$ cat config.mk
export PLATFORM = sky130hd
export DESIGN_NAME = enq_cell
export DESIGN_NICKNAME = d
export VERILOG_FILES = /design/src/hdl/epsilon_neighbourhood_query_top_defines.svh /design/src/hdl/enq_pkg.sv /design/src/hdl/enq_cell.sv
export SDC_FILE = /design/constraint.sdc
export NUM_CORES = 1
export LEC_CHECK = 0
export ABC_AREA = 1
export BUFFER_PORTS_ARGS = -buffer_cell sky130_fd_sc_hd__buf_2
export CAP_MARGIN = 20
export CORE_ASPECT_RATIO = 0.75
export CORE_MARGIN = 2
export CORE_UTILIZATION = 39
export DETAILED_ROUTE_END_ITERATION = 16
export GPL_ROUTABILITY_DRIVEN = 0
export HOLD_SLACK_MARGIN = 0.03
export PLACE_DENSITY = 0.84
export SLEW_MARGIN = 30
export SYNTH_ARGS = -nofsm -noshare
export SYNTH_HDL_FRONTEND = slang
export SYNTH_SLANG_ARGS = --single-unit
$ cat constraint.sdc
create_clock -name aclk -period 1.3 [get_ports aclk]
set_clock_uncertainty 0.2 [all_clocks]
set_input_delay 0.26 -clock aclk [delete_from_list [all_inputs] [get_ports aclk]]
set_output_delay 0.26 -clock aclk [all_outputs]
set_load 0.01 [all_outputs]
$ cat src/hdl/epsilon_neighbourhood_query_top_defines.svh
// Assertion macros for the epsilon neighbourhood query block.
`ifndef EPSILON_NEIGHBOURHOOD_QUERY_TOP_DEFINES_SVH
`define EPSILON_NEIGHBOURHOOD_QUERY_TOP_DEFINES_SVH

// Implication checked on every rising edge outside reset.
`define ENQ_ASSERT_IMPL(label, ante, cons, msg) \
    label: assert property (@(posedge aclk) disable iff (!aresetn) (ante) |-> (cons)) \
        else $error(msg);

// Implication whose consequent is checked in the cycle after the antecedent.
`define ENQ_ASSERT_NEXT(label, ante, cons, msg) \
    label: assert property (@(posedge aclk) disable iff (!aresetn) (ante) |=> (cons)) \
        else $error(msg);

`endif

$ cat src/hdl/enq_pkg.sv
// Package with shared types and constants of the epsilon neighbourhood query block.
package enq_pkg;

    localparam int MAX_POINTS_DEF = 64;
    localparam int DIM_DEF        = 4;
    localparam int COORD_W        = 16;
    localparam int EPS_W          = 16;
    localparam int CNT_W          = 7;
    localparam int IDX_W          = 6;
    localparam int DSEL_W         = 2;
    localparam int SQ_W           = 34;
    localparam int DIST_W         = 40;
    localparam int ADDR_W         = 1;

    localparam logic [15:0] EPS_RESET   = 16'd256;
    localparam logic [6:0]  COUNT_RESET = 7'd64;

    localparam logic [ADDR_W-1:0] REG_EPS   = 1'b0;
    localparam logic [ADDR_W-1:0] REG_COUNT = 1'b1;

    localparam logic OP_LOAD  = 1'b0;
    localparam logic OP_QUERY = 1'b1;

    typedef struct packed {
        logic              op;
        logic [IDX_W-1:0]  point_index;
        logic [DSEL_W-1:0] dim_index;
        logic signed [COORD_W-1:0] coord;
    } in_beat_t;

    typedef struct packed {
        logic [IDX_W-1:0] neighbour_index;
        logic             last_neighbour;
        logic             index_error;
    } out_beat_t;

    // Broadcast from sequencer into the cell row.
    typedef struct packed {
        logic              load;
        logic [IDX_W-1:0]  load_point;
        logic [DSEL_W-1:0] load_dim;
        logic [COORD_W-1:0] load_coord;
    } load_cmd_t;

endpackage

$ cat src/hdl/enq_cell.sv
// One point cell: holds a point's coordinates and shifts them around the ring.
module enq_cell #(
    parameter int DIM = enq_pkg::DIM_DEF
) (
    input  logic                                aclk,
    input  logic                                load_en,
    input  logic [enq_pkg::DSEL_W-1:0]          load_dim,
    input  logic [enq_pkg::COORD_W-1:0]         load_coord,
    input  logic                                shift_en,
    input  logic [DIM-1:0][enq_pkg::COORD_W-1:0] prev_coords,
    output logic [DIM-1:0][enq_pkg::COORD_W-1:0] coords
);

    logic [DIM-1:0][enq_pkg::COORD_W-1:0] coord_reg;

    always_ff @(posedge aclk) begin
        if (shift_en) begin
            coord_reg <= prev_coords;
        end else if (load_en) begin
            for (int d = 0; d < DIM; d++) begin
                if (load_dim == d[enq_pkg::DSEL_W-1:0]) begin
                    coord_reg[d] <= load_coord;
                end
            end
        end
    end

    assign coords = coord_reg;

endmodule

==> summary.txt <==
Floorplan
  • Std-Cell Rows: 25
  • Die Y-Extent: 74.83 microns
  • Full die area: 7366 sq um
  • Initial core utilization: 0.4088
  • IO Pins: 149
  • Core Region: 6381 sq um
  • Die X: 98.44 microns

Logic synthesis
  • Sequential share of the synthesized area: 0.7367
  • Seq cells post-synth: 64
  • Yosys Warn Count: 0
  • Syn nets: 313
  • Yosys cell types: 7
  • Area of the mapped netlist: 2609 sq um
  • Post-Syn Instances: 228
  • Mean Syn Cell Area: 11.44 sq um

GRT
  • Initial antenna violation count: 0
  • Vias in the first global route: 2451
  • Global-route usage over all layers: 0.2095
  • GR Layer Usage met1: 0.2431
  • Gr busiest metal: met2
  • First-pass GRT wire length: 11410 microns
  • Gr ovfl total: 0
  • Met3 global-route usage: 0.07149
  • Largest net degree at the start of global routing: 37
  • Met2 Use GR: 0.3772

CTS
  • # H-tree levels: 3
  • CTS Buffer Depth: 2
  • Number of clock sinks: 64
  • TritonCTS Buffers: 9
  • Setup bufs post-CTS: 0
  • Clock root buffer master: clkbuf_8
  • CTS tree: done
  • Clock slew at reported path FFs: 0.07 ns

Timing
  • Period utilisation layout: 1.044
  • Fin crit period: 1.357 ns
  • Relative slew slack: 0.7676
  • Worst Max-Slew Pin Slew: 0.3486 ns
  • Final setup violation count: 33
  • Max Fclk: 736.7 MHz
  • RSZ-0062 raised after global routing: yes
  • Final worst setup slack: -0.05746 ns
  • Final Hold Viols: 0
  • Max Transition Viols Final: 0

Hold path
  • WHS Path Cells: 3
  • Min-Delay Path Class: input pin to flop

Worst setup path
  • Crit path buf inv count: 1
  • Kind of critical path: flop to output pin
  • Worst-path fanout max: 1
  • Crit path depth: 1
  • Crit path arrival time: 0.90 ns
  • Critical path capture point type: output pin
  • Cells along the critical path: buf_2
  • Crit path launch type: flop
  • Slowest cell on crit path: edfxtp_1
  • WP data required: 0.84 ns
  • CP top delay family: flip-flops
  • Max incr delay on CP: 0.41 ns

Cells and area
  • Storage element area: 1922 sq um
  • Final non-filler cell total: 540
  • Nets: 539
  • Multi-input logic area: 575.6 sq um
  • Largest register FFs: 64
  • Inserted Diodes: 0
  • Share of post-route cells with drive strength above 1: 0.3813
  • Fill count: 495
  • Layout area overhead: 64.46%

Power
  • Leakage: 2.145 nW
  • Maximum VDD drop: 0.6153 mV
  • Total power: 5.273 mW
  • Pwr/cell area: 1229 nW/um^2

Run
  • Max capacitance violation total: 0

Routing
  • Initial drt markers: 94
  • Total wire length: 7635 microns
  • Final ANT Viol Nets: 0
  • DRC errors left: 0
  • Routed vias: 2473
  • Routed len/inst: 14.14 microns
  • DR pass1 iterations: 4
  • Routed vias/inst: 4.580

Placement
  • Dpl cells: 463
  • Dpl hpwl: 5274 microns
  • Port Buffer Count: 148

Outcome
  • Failing checks: setup timing
  • Run status: finished with violations
## worst min-delay path, stage by stage
cell     delay [ns]
buf_2          0.08
nand2_1        0.05
nand2_1        0.07
## cell type report
| class | count | share of cell area |
|---|---|---|
| clock buffer | 12 | 0.03150 |
| clock inverter | 4 | 0.01604 |
| inverter | 3 | 0.002625 |
| multi-input combinational | 152 | 0.1342 |
| sequential | 64 | 0.4479 |
| tap | 81 | 0.02362 |
| timing repair buffer | 224 | 0.3441 |
## synthesized netlist by cell type
cell,count,share of area
edfxtp_1,64,0.74
nand2_1,148,0.21
buf_2,2,0.0038
inv_1,3,0.0043
nand3_1,4,0.0077
clkbuf_8,6,0.032
buf_4,1,0.0029
## placed cells by master, fill, tap and decap left out, drive strengths merged
master / count
nand3: 4
clkinv: 2
clkbuf: 12
buf: 163
edfxtp: 64
nand2: 148
dlygate4sd3: 61
inv: 3
bufinv: 2
## routing by layer
| layer | up-vias | share of wire |
|---|---|---|
| met3 | 12 | 0.074 |
| met5 | - | 0 |
| met1 | 1129 | 0.39 |
| met2 | 132 | 0.52 |
| met4 | 0 | 0.015 |
| li1 | 1200 | - |
## power by group
group	total [mW]	internal (mW)	switching [mW]
Clock	1.77	1.07	0.695
Sequential	2.61	2.54	0.0677
Combinational	0.899	0.444	0.455
Total	5.27	4.05	1.22
## worst paths after layout
check	start	end	slack [ns]
max	coords[45]$_DFFE_PP_	coords[45]	-0.06
min	prev_coords[19]	coords[19]$_DFFE_PP_	0.05
## timing repair
| action | CTS | global route |
|---|---|---|
| hold buffers | 61 | 0 |
| endpoints found under the setup margin | 57 | 64 |
| gates resized for setup | 0 | 0 |
| endpoints found under the hold margin | 61 | 0 |
## through the flow
step | setup WS [ns] | hold WS (ns) | area, sq um | util | TNS, ns
after floorplan | -0.08722 | 0.2431 | 2609 | - | -5.582
after global placement | -0.1286 | 0.3341 | 3476 | 0.5447 | -9.768
after detailed placement | -0.1678 | 0.3358 | 3476 | 0.5447 | -11.92
after CTS | -0.07146 | 0.04174 | 4290 | 0.6724 | -1.558
after global routing | -0.09040 | 0.03168 | 4290 | 0.6724 | -3.378
final | -0.05746 | 0.04928 | 4290 | 0.6724 | -0.5564
## cell families after synthesis
family        count (synthesis)  synth area share
simple gates                152            0.2206
buf+inv                      12           0.04269
flops                        64            0.7367
Note: power is estimated with default switching activity, not from simulation.
