File: config.mk
export PLATFORM = sky130hd
export DESIGN_NAME = enq_dist
export DESIGN_NICKNAME = d
export VERILOG_FILES = /design/src/hdl/epsilon_neighbourhood_query_top_defines.svh /design/src/hdl/enq_pkg.sv /design/src/hdl/enq_dist.sv
export SDC_FILE = /design/constraint.sdc
export NUM_CORES = 2
export LEC_CHECK = 0
export BUFFER_PORTS_ARGS = -buffer_cell sky130_fd_sc_hd__buf_4
export CORE_MARGIN = 10
export CORE_UTILIZATION = 60
export CTS_BUF_LIST = sky130_fd_sc_hd__clkbuf_8
export CTS_CLUSTER_SIZE = 40
export DETAILED_ROUTE_END_ITERATION = 8
export PLACE_DENSITY = 0.91
export SETUP_SLACK_MARGIN = 0.2
export SYNTH_ARGS = -nofsm -noshare
export SYNTH_HDL_FRONTEND = slang
export SYNTH_SLANG_ARGS = --single-unit
File: constraint.sdc
create_clock -name aclk -period 10.6 [get_ports aclk]
set_input_delay 2.12 -clock aclk [delete_from_list [all_inputs] [get_ports aclk]]
set_output_delay 2.12 -clock aclk [all_outputs]
set_load 0.02 [all_outputs]
File: src/hdl/epsilon_neighbourhood_query_top_defines.svh
// Assertion macros for the epsilon neighbourhood query block.
`ifndef EPSILON_NEIGHBOURHOOD_QUERY_TOP_DEFINES_SVH
`define EPSILON_NEIGHBOURHOOD_QUERY_TOP_DEFINES_SVH

// Implication checked on every rising edge outside reset.
`define ENQ_ASSERT_IMPL(label, ante, cons, msg) \
    label: assert property (@(posedge aclk) disable iff (!aresetn) (ante) |-> (cons)) \
        else $error(msg);

// Implication whose consequent is checked in the cycle after the antecedent.
`define ENQ_ASSERT_NEXT(label, ante, cons, msg) \
    label: assert property (@(posedge aclk) disable iff (!aresetn) (ante) |=> (cons)) \
        else $error(msg);

`endif

File: src/hdl/enq_pkg.sv
// Package with shared types and constants of the epsilon neighbourhood query block.
package enq_pkg;

    localparam int MAX_POINTS_DEF = 64;
    localparam int DIM_DEF        = 4;
    localparam int COORD_W        = 16;
    localparam int EPS_W          = 16;
    localparam int CNT_W          = 7;
    localparam int IDX_W          = 6;
    localparam int DSEL_W         = 2;
    localparam int SQ_W           = 34;
    localparam int DIST_W         = 40;
    localparam int ADDR_W         = 1;

    localparam logic [15:0] EPS_RESET   = 16'd256;
    localparam logic [6:0]  COUNT_RESET = 7'd64;

    localparam logic [ADDR_W-1:0] REG_EPS   = 1'b0;
    localparam logic [ADDR_W-1:0] REG_COUNT = 1'b1;

    localparam logic OP_LOAD  = 1'b0;
    localparam logic OP_QUERY = 1'b1;

    typedef struct packed {
        logic              op;
        logic [IDX_W-1:0]  point_index;
        logic [DSEL_W-1:0] dim_index;
        logic signed [COORD_W-1:0] coord;
    } in_beat_t;

    typedef struct packed {
        logic [IDX_W-1:0] neighbour_index;
        logic             last_neighbour;
        logic             index_error;
    } out_beat_t;

    // Broadcast from sequencer into the cell row.
    typedef struct packed {
        logic              load;
        logic [IDX_W-1:0]  load_point;
        logic [DSEL_W-1:0] load_dim;
        logic [COORD_W-1:0] load_coord;
    } load_cmd_t;

endpackage

File: src/hdl/enq_dist.sv
// Squared distance unit: registered squares, then a registered compare of their sum against eps squared.
module enq_dist #(
    parameter int DIM = enq_pkg::DIM_DEF
) (
    input  logic                                 aclk,
    input  logic                                 en,
    input  logic [DIM-1:0][enq_pkg::COORD_W-1:0] centre,
    input  logic [DIM-1:0][enq_pkg::COORD_W-1:0] other,
    input  logic [enq_pkg::EPS_W-1:0]            eps,
    output logic                                 near
);

    logic [DIM-1:0][31:0] sq_reg;
    logic [31:0]          eps2_reg;
    logic                 near_reg;
    logic [enq_pkg::DIST_W-1:0] sum;

    // Both stages hold while en is low so results stay lined up with their tags.
    always_ff @(posedge aclk) begin
        eps2_reg <= 32'(eps) * 32'(eps);
        if (en) begin
            for (int d = 0; d < DIM; d++) begin
                logic signed [16:0] diff;
                logic [15:0] mag;
                diff = $signed({centre[d][15], centre[d]}) - $signed({other[d][15], other[d]});
                // |diff| is at most 65535, so 16 bits hold the magnitude.
                mag  = diff[16] ? 16'(-diff) : 16'(diff);
                sq_reg[d] <= 32'(mag) * 32'(mag);
            end
            near_reg <= (sum <= {8'd0, eps2_reg});
        end
    end

    always_comb begin
        sum = '0;
        for (int d = 0; d < DIM; d++) begin
            sum = sum + enq_pkg::DIST_W'(sq_reg[d]);
        end
    end

    assign near = near_reg;

endmodule

==> metrics.txt <==
outcome=complete, but fails checks; failing checks=setup timing; post-route ant nets=0; Clock Path Buffers=2; Reg2Reg Setup Slack=2.93 ns; Starting Density=60.40%; area share of the largest cell type after synthesis=36.94%; Mapped Avg Cell Area=9.058 um^2; Core Util, Final=68.04%; CTS sink cnt=156; Via density=5.831; vias=39.33k; Global Route Usage Sum=26.92%; Yosys warnings=0; asr flop ratio synth=0%; Worst Reg-to-Reg Cells=25; worst relative slew slack=32.79%; synthesized area=0.04764 mm^2; synthesis-to-finish area growth=12.64%; CP required=10.93 ns; r2r endpoint=near; Num CTS Buffers=17; die area=0.09107 mm^2; Final nets=7321; arrival time at the worst endpoint=11.17 ns; cts hold-fix bufs=0; pin count of the biggest net entering global routing=70; clk_lat worst skew=0.48 ns; Synth area leaders=fa_1 (37%), ha_1 (16%), inv_1 (10%); Final HPWL DP=102900 um; most common cell in the netlist=inv_1; Root Buffer=clkbuf_8; Setup-failing EPs final=6; RSZ-0062 raised after global routing=yes; routed len/inst=18.78 um; Fin. Hold Viols=0; H-tree Lvls=4; final worst slack=-0.2384 ns; Worst setup endpoint=sq_reg[57]; total length of routed wires=126700 um; CTS tree=done; share of cells above drive strength 1=13.06%; worst r2r src=sq_reg[2]; first-pass GRT wire length=201800 um; final worst-path cycle share=102.2%; dominant synthesized flop cell=edfxtp_1; Clock Skews=0.01106 ns; vias in the first global route=42.06k; maxcap violations=0; min Tclk post-route=10.84 ns; Post-synth top cells=inv_1 (1309), fa_1 (879), ha_1 (614); total gr overflow=0; Reg clk slew, reported paths=0.09 ns; Worst path max stage delay=0.58 ns; post-synth cell types=96; Final Slew Violations=0; Peak Freq=92.26 MHz; slowest stage cell on the critical path=fa_1; critical path class=input port to flip-flop; crit path launch=centre[16]; Synth area leader=fa_1; DR iter-0 viols=3430; Die Span X=301.8 um; I/O pin count=147; Worst-Margin Slew=1.001 ns; EDFF count, synth=125; initial antenna violation count=3; port bufs=146; routability cong.=0.9490; Synth Register Bits=156; dpl ws=-0.4645 ns; post-synthesis sequential area ratio=9.182%; DR pass1 iterations=9; CP most frequent cell=fa_1; CORE AREA=0.07887 mm^2; Worst Setup Start Kind=input port; CP endpoint kind=flip-flop; Critical Path Fanout Max=4; Post-Syn Instances=5259; ANT cells=0; worst min path class=flip-flop to flip-flop; FILL cells=5293; max FFs per register=124; Std-Cell Rows=103; chip height=301.8 um; drt drc=0
==> cell usage in the layout, fill, tap and decap left out, types with 14 or more instances in the layout <==
master	instances
nand2_1	371
clkbuf_8	17
a21oi_1	196
ha_1	605
and2_1	66
nor2b_1	33
nor2_1	420
xnor2_1	168
o21ai_1	14
o21a_1	42
nor3_1	56
nand4_1	21
nor2_2	17
and3_1	20
edfxtp_1	125
nand2b_1	51
inv_1	1302
nand3_1	40
o21bai_1	42
o21ai_0	94
fa_1	872
a31oi_1	20
inv_2	21
xor2_1	83
dfxtp_1	31
buf_4	475
or2_2	16
a21o_1	112
==> metal layers <==
metal  GRT usage [%]  routed length, um  up-vias
met4           11.98               7132        6
met5               0                 42        -
li1                -                  -    17254
met1           31.26              44640    19272
met3           4.525              10430      647
met2           48.35              64420     2150
==> worst max-delay path, delay by kind of cell <==
kind	cells	cell delay [ns]
fa+ha+maj	9	3.85
simple gates	9	1.56
buf+inv	6	0.75
compound gates	12	2.47
xor+xnor	1	0.38
==> timing repair <==
action | in CTS | in global routing
gates resized for setup | 18 | 153
gates cloned | 0 | 2
pin swaps | 6 | 76
setup buffers | 10 | 34
setup endpoints to repair | 10 | 45
hold endpoints to repair | 0 | 0
==> metrics by stage <==
stage	cell area (um^2)	TNS, ns	hold slack (ns)	cells
after global routing	53660	-2.873	1.149	6745
after detailed placement	52170	-6.025	1.092	6667
after floorplan	47900	0	0.8699	5260
after CTS	52750	0	1.125	6709
final	53660	-0.8645	1.146	6745
after global placement	52170	-0.3534	1.042	6667
==> cell type report <==
| type | instances | area, um^2 | share of cell area [%] |
|---|---|---|---|
| Clock inverter | 15 | 170.2 | 0.3171 |
| Tap cell | 1050 | 1314 | 2.448 |
| Timing Repair Buffer | 483 | 3660 | 6.820 |
| Clock buffer | 17 | 234.0 | 0.4360 |
| Inverter | 1336 | 5029 | 9.371 |
| Sequential cell | 156 | 4374 | 8.152 |
| Multi-Input combinational cell | 3688 | 38880 | 72.46 |
==> cells by family after synthesis <==
kind of cell	count (synthesis)	synth area share [%]
mux	6	0.1444
xor+xnor	278	5.156
compound gates	702	9.768
buf+inv	1418	11.21
simple gates	1204	11.46
fa+ha+maj	1493	53.07
other cells	2	0.01576
flops	156	9.182
==> worst min-delay path by stage <==
stage / from / endpoint / slack (ns) / cells after the start
finish: sq_reg[95] / near / 1.15 / 5
global route: sq_reg[95] / near / 1.15 / 5
CTS: sq_reg[95] / near / 1.13 / 5
detailed placement: sq_reg[127] / near / 1.09 / 5
global placement: sq_reg[95] / near / 1.04 / 5
floorplan: eps2_reg[31] / near / 0.87 / 7
Power is left out: the tool's default activity adds up to more than one toggle a clock period on the data nets, which glitch-free logic cannot reach.
